### src/rtl/fpba_pkg.sv
package fpba_pkg;

    localparam int BLK_IDX_W  = 4;
    localparam int BLK_CNT_W  = 5;
    localparam int CFG_DATA_W = 5;
    localparam int CFG_IDX_W  = 1;

    localparam logic [CFG_IDX_W-1:0] CFG_FIT_MODE    = 1'd0;
    localparam logic [CFG_IDX_W-1:0] CFG_BLOCK_COUNT = 1'd1;

    localparam logic ACT_LOAD  = 1'b0;
    localparam logic ACT_ALLOC = 1'b1;

    typedef enum logic [1:0] {
        FIT_FIRST = 2'd0,
        FIT_BEST  = 2'd1,
        FIT_WORST = 2'd2,
        FIT_NONE  = 2'd3
    } t_fit_mode;

    typedef enum logic [1:0] {
        ST_LOADED  = 2'd0,
        ST_ALLOC   = 2'd1,
        ST_UNALLOC = 2'd2
    } t_status;

    typedef enum logic [1:0] {
        S_IDLE,
        S_SCAN,
        S_LAST,
        S_COMMIT
    } t_state;

    typedef struct packed {
        logic      clr;
        logic      vld;
        t_fit_mode mode;
    } t_sel_ctl;

endpackage

### src/rtl/fit_policy_block_allocator_core.sv
// Fit-policy block allocator.
//
// Issue an item by raising start while busy is low; it is taken at that edge.
// A load item (action 0) writes block_index's size and frees it; its result
// is strobed on o_done in the cycle after the start cycle. An allocate item
// (action 1) walks the active blocks one per cycle through the table RAM and
// picks a block under the current fit mode; it runs the scan, last and commit
// states and its result is registered in the commit state. With no active
// blocks or the unused mode, the unallocated result comes as for a load.
// Throughput is one item per result: busy stays high until the commit cycle,
// and the next item may start in the cycle o_done is high. The scan through
// the single read port of the table RAM sets that figure. Each result is
// strobed on o_done for exactly one cycle; the receiver cannot stall it.
// Write fit_mode and block_count on the config port only while the block is
// idle. Reset clears the occupied flags, the mode (first fit) and the block
// count (16); block sizes are undefined until loaded.
module fit_policy_block_allocator_core
    import fpba_pkg::*;
#(
    parameter int NUM_BLOCKS = 16,
    parameter int SIZE_BITS  = 16
) (
    input  logic                  i_clk,
    input  logic                  i_rst_n,
    input  logic                  start,
    output logic                  busy,
    input  logic                  i_action,
    input  logic [BLK_IDX_W-1:0]  i_block_index,
    input  logic [SIZE_BITS-1:0]  i_size_value,
    output logic                  o_done,
    output logic [1:0]            o_status,
    output logic [BLK_IDX_W-1:0]  o_chosen_block,
    output logic [SIZE_BITS-1:0]  o_space_left,
    input  logic                  i_cfg_we,
    input  logic [CFG_IDX_W-1:0]  i_cfg_idx,
    input  logic [CFG_DATA_W-1:0] i_cfg_data
);

    localparam int IDX_W  = (NUM_BLOCKS > 1) ? $clog2(NUM_BLOCKS) : 1;
    localparam int NCNT_W = $clog2(NUM_BLOCKS + 1);
    localparam int CNT_W  = (NCNT_W > BLK_CNT_W) ? NCNT_W : BLK_CNT_W;
    localparam int WORD_W = SIZE_BITS + 1;

    t_state                 r_state, n_state;
    t_fit_mode              r_fit_mode;
    logic [BLK_CNT_W-1:0]   r_block_count;
    logic [IDX_W-1:0]       r_addr, n_addr;
    logic [SIZE_BITS-1:0]   r_req, n_req;
    logic                   r_cmp_vld;
    logic [IDX_W-1:0]       r_cmp_idx;
    logic [NUM_BLOCKS-1:0]  r_vld;
    logic                   r_done, n_done;
    t_status                r_status, n_status;
    logic [BLK_IDX_W-1:0]   r_chosen, n_chosen;
    logic [SIZE_BITS-1:0]   r_space, n_space;

    logic [CNT_W-1:0]       cnt_ext;
    logic [CNT_W-1:0]       act_n;
    logic                   load_in_range;
    logic                   ram_we;
    logic [IDX_W-1:0]       ram_waddr;
    logic [WORD_W-1:0]      ram_wdata;
    logic                   ram_re;
    logic [WORD_W-1:0]      ram_rdata;
    logic                   rd_flag;
    logic                   sel_clr;
    t_sel_ctl               sel_ctl;
    logic                   best_have;
    logic [IDX_W-1:0]       best_idx;
    logic [SIZE_BITS-1:0]   best_space;
    logic                   best_flag;
    logic [SIZE_BITS-1:0]   new_space;
    logic                   new_flag;

    assign cnt_ext = CNT_W'(r_block_count);
    assign act_n   = (cnt_ext > CNT_W'(NUM_BLOCKS)) ? CNT_W'(NUM_BLOCKS) : cnt_ext;
    assign load_in_range = ((CNT_W + 1)'(i_block_index) < (CNT_W + 1)'(NUM_BLOCKS));

    // a flag never written since reset reads as free
    assign rd_flag = ram_rdata[SIZE_BITS] && r_vld[r_cmp_idx];

    assign new_space = (r_fit_mode == FIT_FIRST) ? best_space : best_space - r_req;
    assign new_flag  = (r_fit_mode == FIT_BEST) ? best_flag : 1'b1;

    assign sel_ctl.clr  = sel_clr;
    assign sel_ctl.vld  = r_cmp_vld;
    assign sel_ctl.mode = r_fit_mode;

    fpba_ram #(
        .WIDTH (WORD_W),
        .DEPTH (NUM_BLOCKS)
    ) u_table (
        .i_clk   (i_clk),
        .i_we    (ram_we),
        .i_waddr (ram_waddr),
        .i_wdata (ram_wdata),
        .i_re    (ram_re),
        .i_raddr (r_addr),
        .o_rdata (ram_rdata)
    );

    fpba_sel #(
        .SIZE_BITS (SIZE_BITS),
        .IDX_W     (IDX_W)
    ) u_sel (
        .i_clk   (i_clk),
        .i_rst_n (i_rst_n),
        .i_ctl   (sel_ctl),
        .i_idx   (r_cmp_idx),
        .i_space (ram_rdata[SIZE_BITS-1:0]),
        .i_flag  (rd_flag),
        .i_req   (r_req),
        .o_have  (best_have),
        .o_idx   (best_idx),
        .o_space (best_space),
        .o_flag  (best_flag)
    );

    always_comb begin
        n_state   = r_state;
        n_addr    = r_addr;
        n_req     = r_req;
        n_done    = 1'b0;
        n_status  = r_status;
        n_chosen  = r_chosen;
        n_space   = r_space;
        ram_we    = 1'b0;
        ram_waddr = best_idx;
        ram_wdata = {new_flag, new_space};
        ram_re    = 1'b0;
        sel_clr   = 1'b0;
        unique case (r_state)
            S_IDLE: begin
                if (start) begin
                    if (i_action == ACT_LOAD) begin
                        n_done   = 1'b1;
                        n_status = ST_LOADED;
                        n_chosen = i_block_index;
                        if (load_in_range) begin
                            ram_we    = 1'b1;
                            ram_waddr = IDX_W'(i_block_index);
                            ram_wdata = {1'b0, i_size_value};
                            n_space   = i_size_value;
                        end else begin
                            n_space = '0;
                        end
                    end else if ((act_n == '0) || (r_fit_mode == FIT_NONE)) begin
                        n_done   = 1'b1;
                        n_status = ST_UNALLOC;
                        n_chosen = '0;
                        n_space  = '0;
                    end else begin
                        n_req   = i_size_value;
                        n_addr  = '0;
                        sel_clr = 1'b1;
                        n_state = S_SCAN;
                    end
                end
            end
            S_SCAN: begin
                ram_re = 1'b1;
                if (CNT_W'(r_addr) == act_n - CNT_W'(1)) begin
                    n_state = S_LAST;
                end else begin
                    n_addr = r_addr + IDX_W'(1);
                end
            end
            S_LAST: begin
                // last compare lands in the selector this cycle
                n_state = S_COMMIT;
            end
            S_COMMIT: begin
                n_state = S_IDLE;
                n_done  = 1'b1;
                if (best_have) begin
                    ram_we   = 1'b1;
                    n_status = ST_ALLOC;
                    n_chosen = BLK_IDX_W'(best_idx);
                    n_space  = new_space;
                end else begin
                    n_status = ST_UNALLOC;
                    n_chosen = '0;
                    n_space  = '0;
                end
            end
        endcase
    end

    always_ff @(posedge i_clk) begin
        if (!i_rst_n) begin
            r_state       <= S_IDLE;
            r_fit_mode    <= FIT_FIRST;
            r_block_count <= BLK_CNT_W'(16);
            r_cmp_vld     <= 1'b0;
            r_vld         <= '0;
            r_done        <= 1'b0;
        end else begin
            r_state   <= n_state;
            r_cmp_vld <= (r_state == S_SCAN);
            r_done    <= n_done;
            if (ram_we) begin
                r_vld[ram_waddr] <= 1'b1;
            end
            if (i_cfg_we) begin
                unique case (i_cfg_idx)
                    CFG_FIT_MODE:    r_fit_mode    <= t_fit_mode'(i_cfg_data[1:0]);
                    CFG_BLOCK_COUNT: r_block_count <= i_cfg_data[BLK_CNT_W-1:0];
                endcase
            end
        end
    end

    always_ff @(posedge i_clk) begin
        r_addr    <= n_addr;
        r_req     <= n_req;
        r_cmp_idx <= r_addr;
        r_status  <= n_status;
        r_chosen  <= n_chosen;
        r_space   <= n_space;
    end

    assign busy           = (r_state != S_IDLE);
    assign o_done         = r_done;
    assign o_status       = r_status;
    assign o_chosen_block = r_chosen;
    assign o_space_left   = r_space;

    a_load_result: assert property (@(posedge i_clk) disable iff (!i_rst_n)
        (start && !busy && (i_action == ACT_LOAD)) |=> (o_done && (o_status == ST_LOADED)))
        else $error("load item gave no loaded result");

    a_commit_result: assert property (@(posedge i_clk) disable iff (!i_rst_n)
        (r_state == S_COMMIT) |=> (o_done && (r_state == S_IDLE)))
        else $error("commit gave no result");

    a_unalloc_zero: assert property (@(posedge i_clk) disable iff (!i_rst_n)
        (o_done && (o_status == ST_UNALLOC)) |-> ((o_chosen_block == '0) && (o_space_left == '0)))
        else $error("unallocated result carries a block");

    a_no_write_in_scan: assert property (@(posedge i_clk) disable iff (!i_rst_n)
        ((r_state == S_SCAN) || (r_state == S_LAST)) |-> (!ram_we && !o_done))
        else $error("table written or result given during scan");

endmodule

### src/rtl/fpba_ram.sv
module fpba_ram #(
    parameter int WIDTH = 17,
    parameter int DEPTH = 16
) (
    input  logic                                   i_clk,
    input  logic                                   i_we,
    input  logic [(DEPTH > 1 ? $clog2(DEPTH) : 1)-1:0] i_waddr,
    input  logic [WIDTH-1:0]                       i_wdata,
    input  logic                                   i_re,
    input  logic [(DEPTH > 1 ? $clog2(DEPTH) : 1)-1:0] i_raddr,
    output logic [WIDTH-1:0]                       o_rdata
);

    logic [WIDTH-1:0] r_mem [DEPTH];
    logic [WIDTH-1:0] r_rdata;

    always_ff @(posedge i_clk) begin
        if (i_we) begin
            r_mem[i_waddr] <= i_wdata;
        end
        if (i_re) begin
            r_rdata <= r_mem[i_raddr];
        end
    end

    assign o_rdata = r_rdata;

endmodule

### src/rtl/fpba_sel.sv
module fpba_sel
    import fpba_pkg::*;
#(
    parameter int SIZE_BITS = 16,
    parameter int IDX_W     = 4
) (
    input  logic                 i_clk,
    input  logic                 i_rst_n,
    input  t_sel_ctl             i_ctl,
    input  logic [IDX_W-1:0]     i_idx,
    input  logic [SIZE_BITS-1:0] i_space,
    input  logic                 i_flag,
    input  logic [SIZE_BITS-1:0] i_req,
    output logic                 o_have,
    output logic [IDX_W-1:0]     o_idx,
    output logic [SIZE_BITS-1:0] o_space,
    output logic                 o_flag
);

    logic                 r_have;
    logic [IDX_W-1:0]     r_idx;
    logic [SIZE_BITS-1:0] r_space;
    logic                 r_flag;
    logic                 fits;
    logic                 take;

    assign fits = (i_space >= i_req);

    // strict compares keep ties on the lowest index
    always_comb begin
        unique case (i_ctl.mode)
            FIT_FIRST: take = fits && !i_flag && !r_have;
            FIT_BEST:  take = fits && (!r_have || (i_space < r_space));
            FIT_WORST: take = fits && !i_flag && (!r_have || (i_space > r_space));
            FIT_NONE:  take = 1'b0;
        endcase
    end

    always_ff @(posedge i_clk) begin
        if (!i_rst_n) begin
            r_have <= 1'b0;
        end else if (i_ctl.clr) begin
            r_have <= 1'b0;
        end else if (i_ctl.vld && take) begin
            r_have <= 1'b1;
        end
    end

    always_ff @(posedge i_clk) begin
        if (!i_ctl.clr && i_ctl.vld && take) begin
            r_idx   <= i_idx;
            r_space <= i_space;
            r_flag  <= i_flag;
        end
    end

    assign o_have  = r_have;
    assign o_idx   = r_idx;
    assign o_space = r_space;
    assign o_flag  = r_flag;

endmodule
### config.mk
export PLATFORM = sky130hd
export DESIGN_NAME = fit_policy_block_allocator_core
export DESIGN_NICKNAME = d
export VERILOG_FILES = /design/src/rtl/fpba_pkg.sv /design/src/rtl/fit_policy_block_allocator_core.sv /design/src/rtl/fpba_ram.sv /design/src/rtl/fpba_sel.sv
export SDC_FILE = /design/constraint.sdc
export NUM_CORES = 1
export LEC_CHECK = 0
export BUFFER_PORTS_ARGS = -buffer_cell sky130_fd_sc_hd__buf_2
export CAP_MARGIN = 0
export CORE_ASPECT_RATIO = 0.7
export CORE_UTILIZATION = 35
export DETAILED_ROUTE_END_ITERATION = 16
export HOLD_SLACK_MARGIN = 0.12
export PLACE_DENSITY = 0.61
export SETUP_SLACK_MARGIN = 0.05
export SLEW_MARGIN = 15
export SYNTH_ARGS = -nofsm -noshare
export SYNTH_HDL_FRONTEND = slang
export SYNTH_SLANG_ARGS = --single-unit
### constraint.sdc
create_clock -name i_clk -period 3.8 [get_ports i_clk]
set_input_delay 0 -clock i_clk [delete_from_list [all_inputs] [get_ports i_clk]]
set_output_delay 0 -clock i_clk [all_outputs]
set_load 0.005 [all_outputs]
==> flow_results.org <==
** Placement
- Once placement finished, the instance area stood at 0.0176 mm^2.
- At the end of routability-driven placement, the weighted congestion stood at 0.844.
- Buffers placed on the I/O ports in this run total 54.
- Half-perimeter wire length after placement :: 24.3 mm
- Number of placed cells counting well taps :: 1634

** Synth
- Cell area after synthesis :: 0.0163 mm^2
- Post-synth top flop :: edfxtp_1
- Post-Synthesis Net Count :: roughly 1.1k
- Seq/Total Area, Yosys :: 0.689
- Synthesis inferred 384 register bits.
- Share of flip-flops with an asynchronous set or reset :: 0
- A synthesized cell averages 16.8 um^2.
- Count of warnings emitted by yosys :: 0
- After synthesis, the netlist uses 64 different library cells.
- Post-synthesis instance total :: approximately 970
- The synthesized design contains 352 enable-type register cells.

** Timing
- Measured against its own limit, the worst slew margin works out to 0.240.
- Setup repair after global routing left no endpoint under its margin.
- The number of hold violations in the final report came to 0.
- Number of pins with negative max-slew slack in the final report :: 0
- Setup violations remaining at the end of the flow were counted as 0.
- Final worst path period need :: 3570 ps
- Static timing analysis puts the maximum clock frequency at around 0.28 GHz.
- Clock skew :: 10.5 ps
- Sum of negative setup slack :: 0 ps
- At the pin with the least slew margin, the transition time is about 1100 ps.
- Final worst-path cycle share :: 0.940

** Setup path
- Category of the most critical setup path :: flop to flop
- Along the worst path, the maximum fanout reaches 16.
- The worst setup path is launched from a flop.
- The worst setup path is captured at a flop.
- Measured in cells, the most critical reg-to-reg path has a length of 11.
- Worst Path Arrival :: 3810 ps
- Instance count on the critical path :: 11
- For this design, the slowest cell found on the critical path is a2111oi_1.
- Cell class contributing the biggest share of worst-path delay :: compound AO/OA/AOI/OAI gates
- Worst path max stage delay :: 830 ps
- Counting both buffers and inverters, the worst setup path holds a total of 2.
- WP data required :: 4040 ps
- The signal on the critical path passes through inv_1 -> ha_1 -> nor2b_1 -> o21a_1 -> o21ai_1 -> a21oi_1 -> a2111oi_1 -> o21ai_0 -> mux2i_1 -> a21oi_2 -> buf_12.

** Finish
- Most common library cell in the layout ignoring fill and taps :: edfxtp_1
- Most frequent cells in the layout :: 352 x edfxtp_1, 86 x mux4_2, 60 x nand2_1, 54 x buf_2, 53 x ha_1
- Post-route design area :: 0.0193 mm^2
- The net count of the finished layout is 1198.
- The finished layout holds 1744 standard cells, fillers aside.
- Fraction of final layout cells sized beyond drive strength 1 :: 0.237
- Fill cells in the final layout number about 4k.
- Area Growth Syn to Fin :: 18.3%
- The repair_antennas step left the layout with diodes totalling 0.

** Global routing
- Initial antenna violation count :: 0
- Global-route wire length before repair :: just under 60 mm
- The total overflow left after global routing is 0.
- Entering global routing, the biggest net connects 42 pins.
- Via count of the first global-routing pass :: 9215
- In the global route stage, overall resource usage came out at 0.166.

** Min path
- Along the worst hold path, the cell count comes to 2.
- In this run the worst hold path is classified as input port to flop.

** CTS
- CTS clock-pin slew for the worst setup and hold paths :: 60 ps
- The clock tree synthesis step divided the H-tree into 2 levels.
- CTS placed an instance of clkbuf_16 at the clock tree root.
- CTS tree :: built
- The later pin in the worst-skew pair is clocked with a latency of 530 ps.
- In this run the deepest clock path goes through 3 buffers.
- TritonCTS Buffers :: 37
- Clock tree synthesis found a total of 384 sinks.

** Power and ir drop
- Fraction of power spent switching nets :: 0.288
- Psw :: between 3000 and 4000 uW
- Sequential power share :: 0.444
- Pleak :: 0.00665 uW
- Clock network fraction of design power :: 0.294
- Power Density :: 643 mW/mm^2
- Of the total power, combinational logic draws 0.263.
- Internal power :: 8820 uW
- Overall power consumption after layout is estimated at 12400 uW.
- Across the VDD grid, the largest voltage drop is approximately 0.36 mV.

** Drt
- DRC errors left :: 0
- Routed length per placed instance :: roughly 22 um
- Antenna-violating nets left :: 0
- Via density per instance :: roughly 5.2
- Initial drt markers :: 890
- Before antenna repair, the detailed router went through 5 iterations.
- Via count of the routed design :: 9119
- For this block, the routed nets add up to a little under 40 mm of wire.

** Floorplanning
- After floorplanning, the core was divided into 65 placement rows.
- Floorplan Core Area :: ~0.045 mm^2
- DIE AREA :: between 0.04 and 0.05 mm^2
- In this run the horizontal extent of the chip is about 260 um.
- Chip height :: 182 um
- During I/O placement, the number of pins put on the boundary was between 50 and 60.
- Initial Utilization :: 0.358

** Outcome
- Result of the run :: finished, final reports clean

** Flow run
- Max cap viols :: 0
cells by family (layout without fill, tap and decap cells):
group,Yosys count,in the layout,synth area share
compound gates,151,151,0.0579
xor+xnor,15,15,0.00807
flops,384,384,0.689
mux,96,96,0.129
simple gates,190,190,0.0557
fa+ha+maj,54,54,0.0420
buf+inv,79,251,0.0188
synth_stat cells, drive strengths merged, types with 10 or more instances:
master | n | area share
edfxtp | 352 | 0.65
mux4 | 90 | 0.13
nand2 | 61 | 0.014
nor2 | 58 | 0.013
ha | 53 | 0.041
o21ai | 44 | 0.014
inv | 42 | 0.0097
a21oi | 36 | 0.011
dfxtp | 32 | 0.039
clkbuf | 27 | 0.0062
o21a | 23 | 0.011
nand3 | 13 | 0.0040
a31oi | 10 | 0.0038
buf | 10 | 0.0028
nor3 | 10 | 0.0034
power by group through the flow:
stage,combinational [uW],clock [uW],sequential [uW]
3_3_place_gp,3190,0,5580
6_report,3250,3630,5490
2_1_floorplan,2250,0,5440
4_1_cts,3290,3710,5490
5_1_grt,3540,3870,5530
3_5_place_dp,3240,0,5580
final timing paths:
check,startpoint,to,slack (ps)
worst max-delay path,u_sel.o_space[1],u_sel.o_space[9],230
worst min-delay path,i_size_value[9],r_req[9],220
worst max register to register,u_sel.o_space[1],u_sel.o_space[9],230
worst min register to register,r_cmp_idx[2],u_sel.o_idx[2],450
per-stage QoR:
stage | util | hold WS [ps] | setup WS (ps)
after floorplan | - | 98.9 | 303
after global placement | 0.387 | 210 | 66.5
after detailed placement | 0.387 | 208 | 47.1
after CTS | 0.423 | 196 | 166
after global routing | 0.424 | 228 | 72.2
final | 0.424 | 219 | 228
cell type report:
type | count | area [um^2] | share of cell area
clock buffers | 48 | 1070 | 0.0558
clock inverters | 19 | 114 | 0.00591
inverters | 42 | 158 | 0.00819
multi-input cells | 506 | 4840 | 0.252
flip-flops and latches | 384 | 11200 | 0.582
well taps | 603 | 754 | 0.0392
repair buffers | 142 | 1100 | 0.0572
flip-flops by register name, summed over array words and instances (netlist names), 2 cells and up:
signal           count
u_table.r_mem      272
u_table.o_rdata     17
o_space_left        16
r_req               16
r_vld               16
u_sel.o_space       16
cnt_ext              5
o_chosen_block       4
r_addr               4
r_cmp_idx            4
u_sel.o_idx          4
o_status             2
r_fit_mode           2
r_state              2
timing repair:
action,4_1_cts,5_1_grt
endpoints found under the setup margin,16,48
pin swaps,0,0
gates resized for setup,1,3
hold endpoints to repair,197,0
setup buffers,0,0
hold buffers,43,0
routing by layer:
metal	up-vias	global-route usage	routed length [um]
met5	-	0	0
met2	280	0.245	17300
met4	0	0.0344	483
met1	4680	0.253	18600
li1	4115	-	-
met3	44	0.0339	2440
Power figures use the tool's default switching activity.
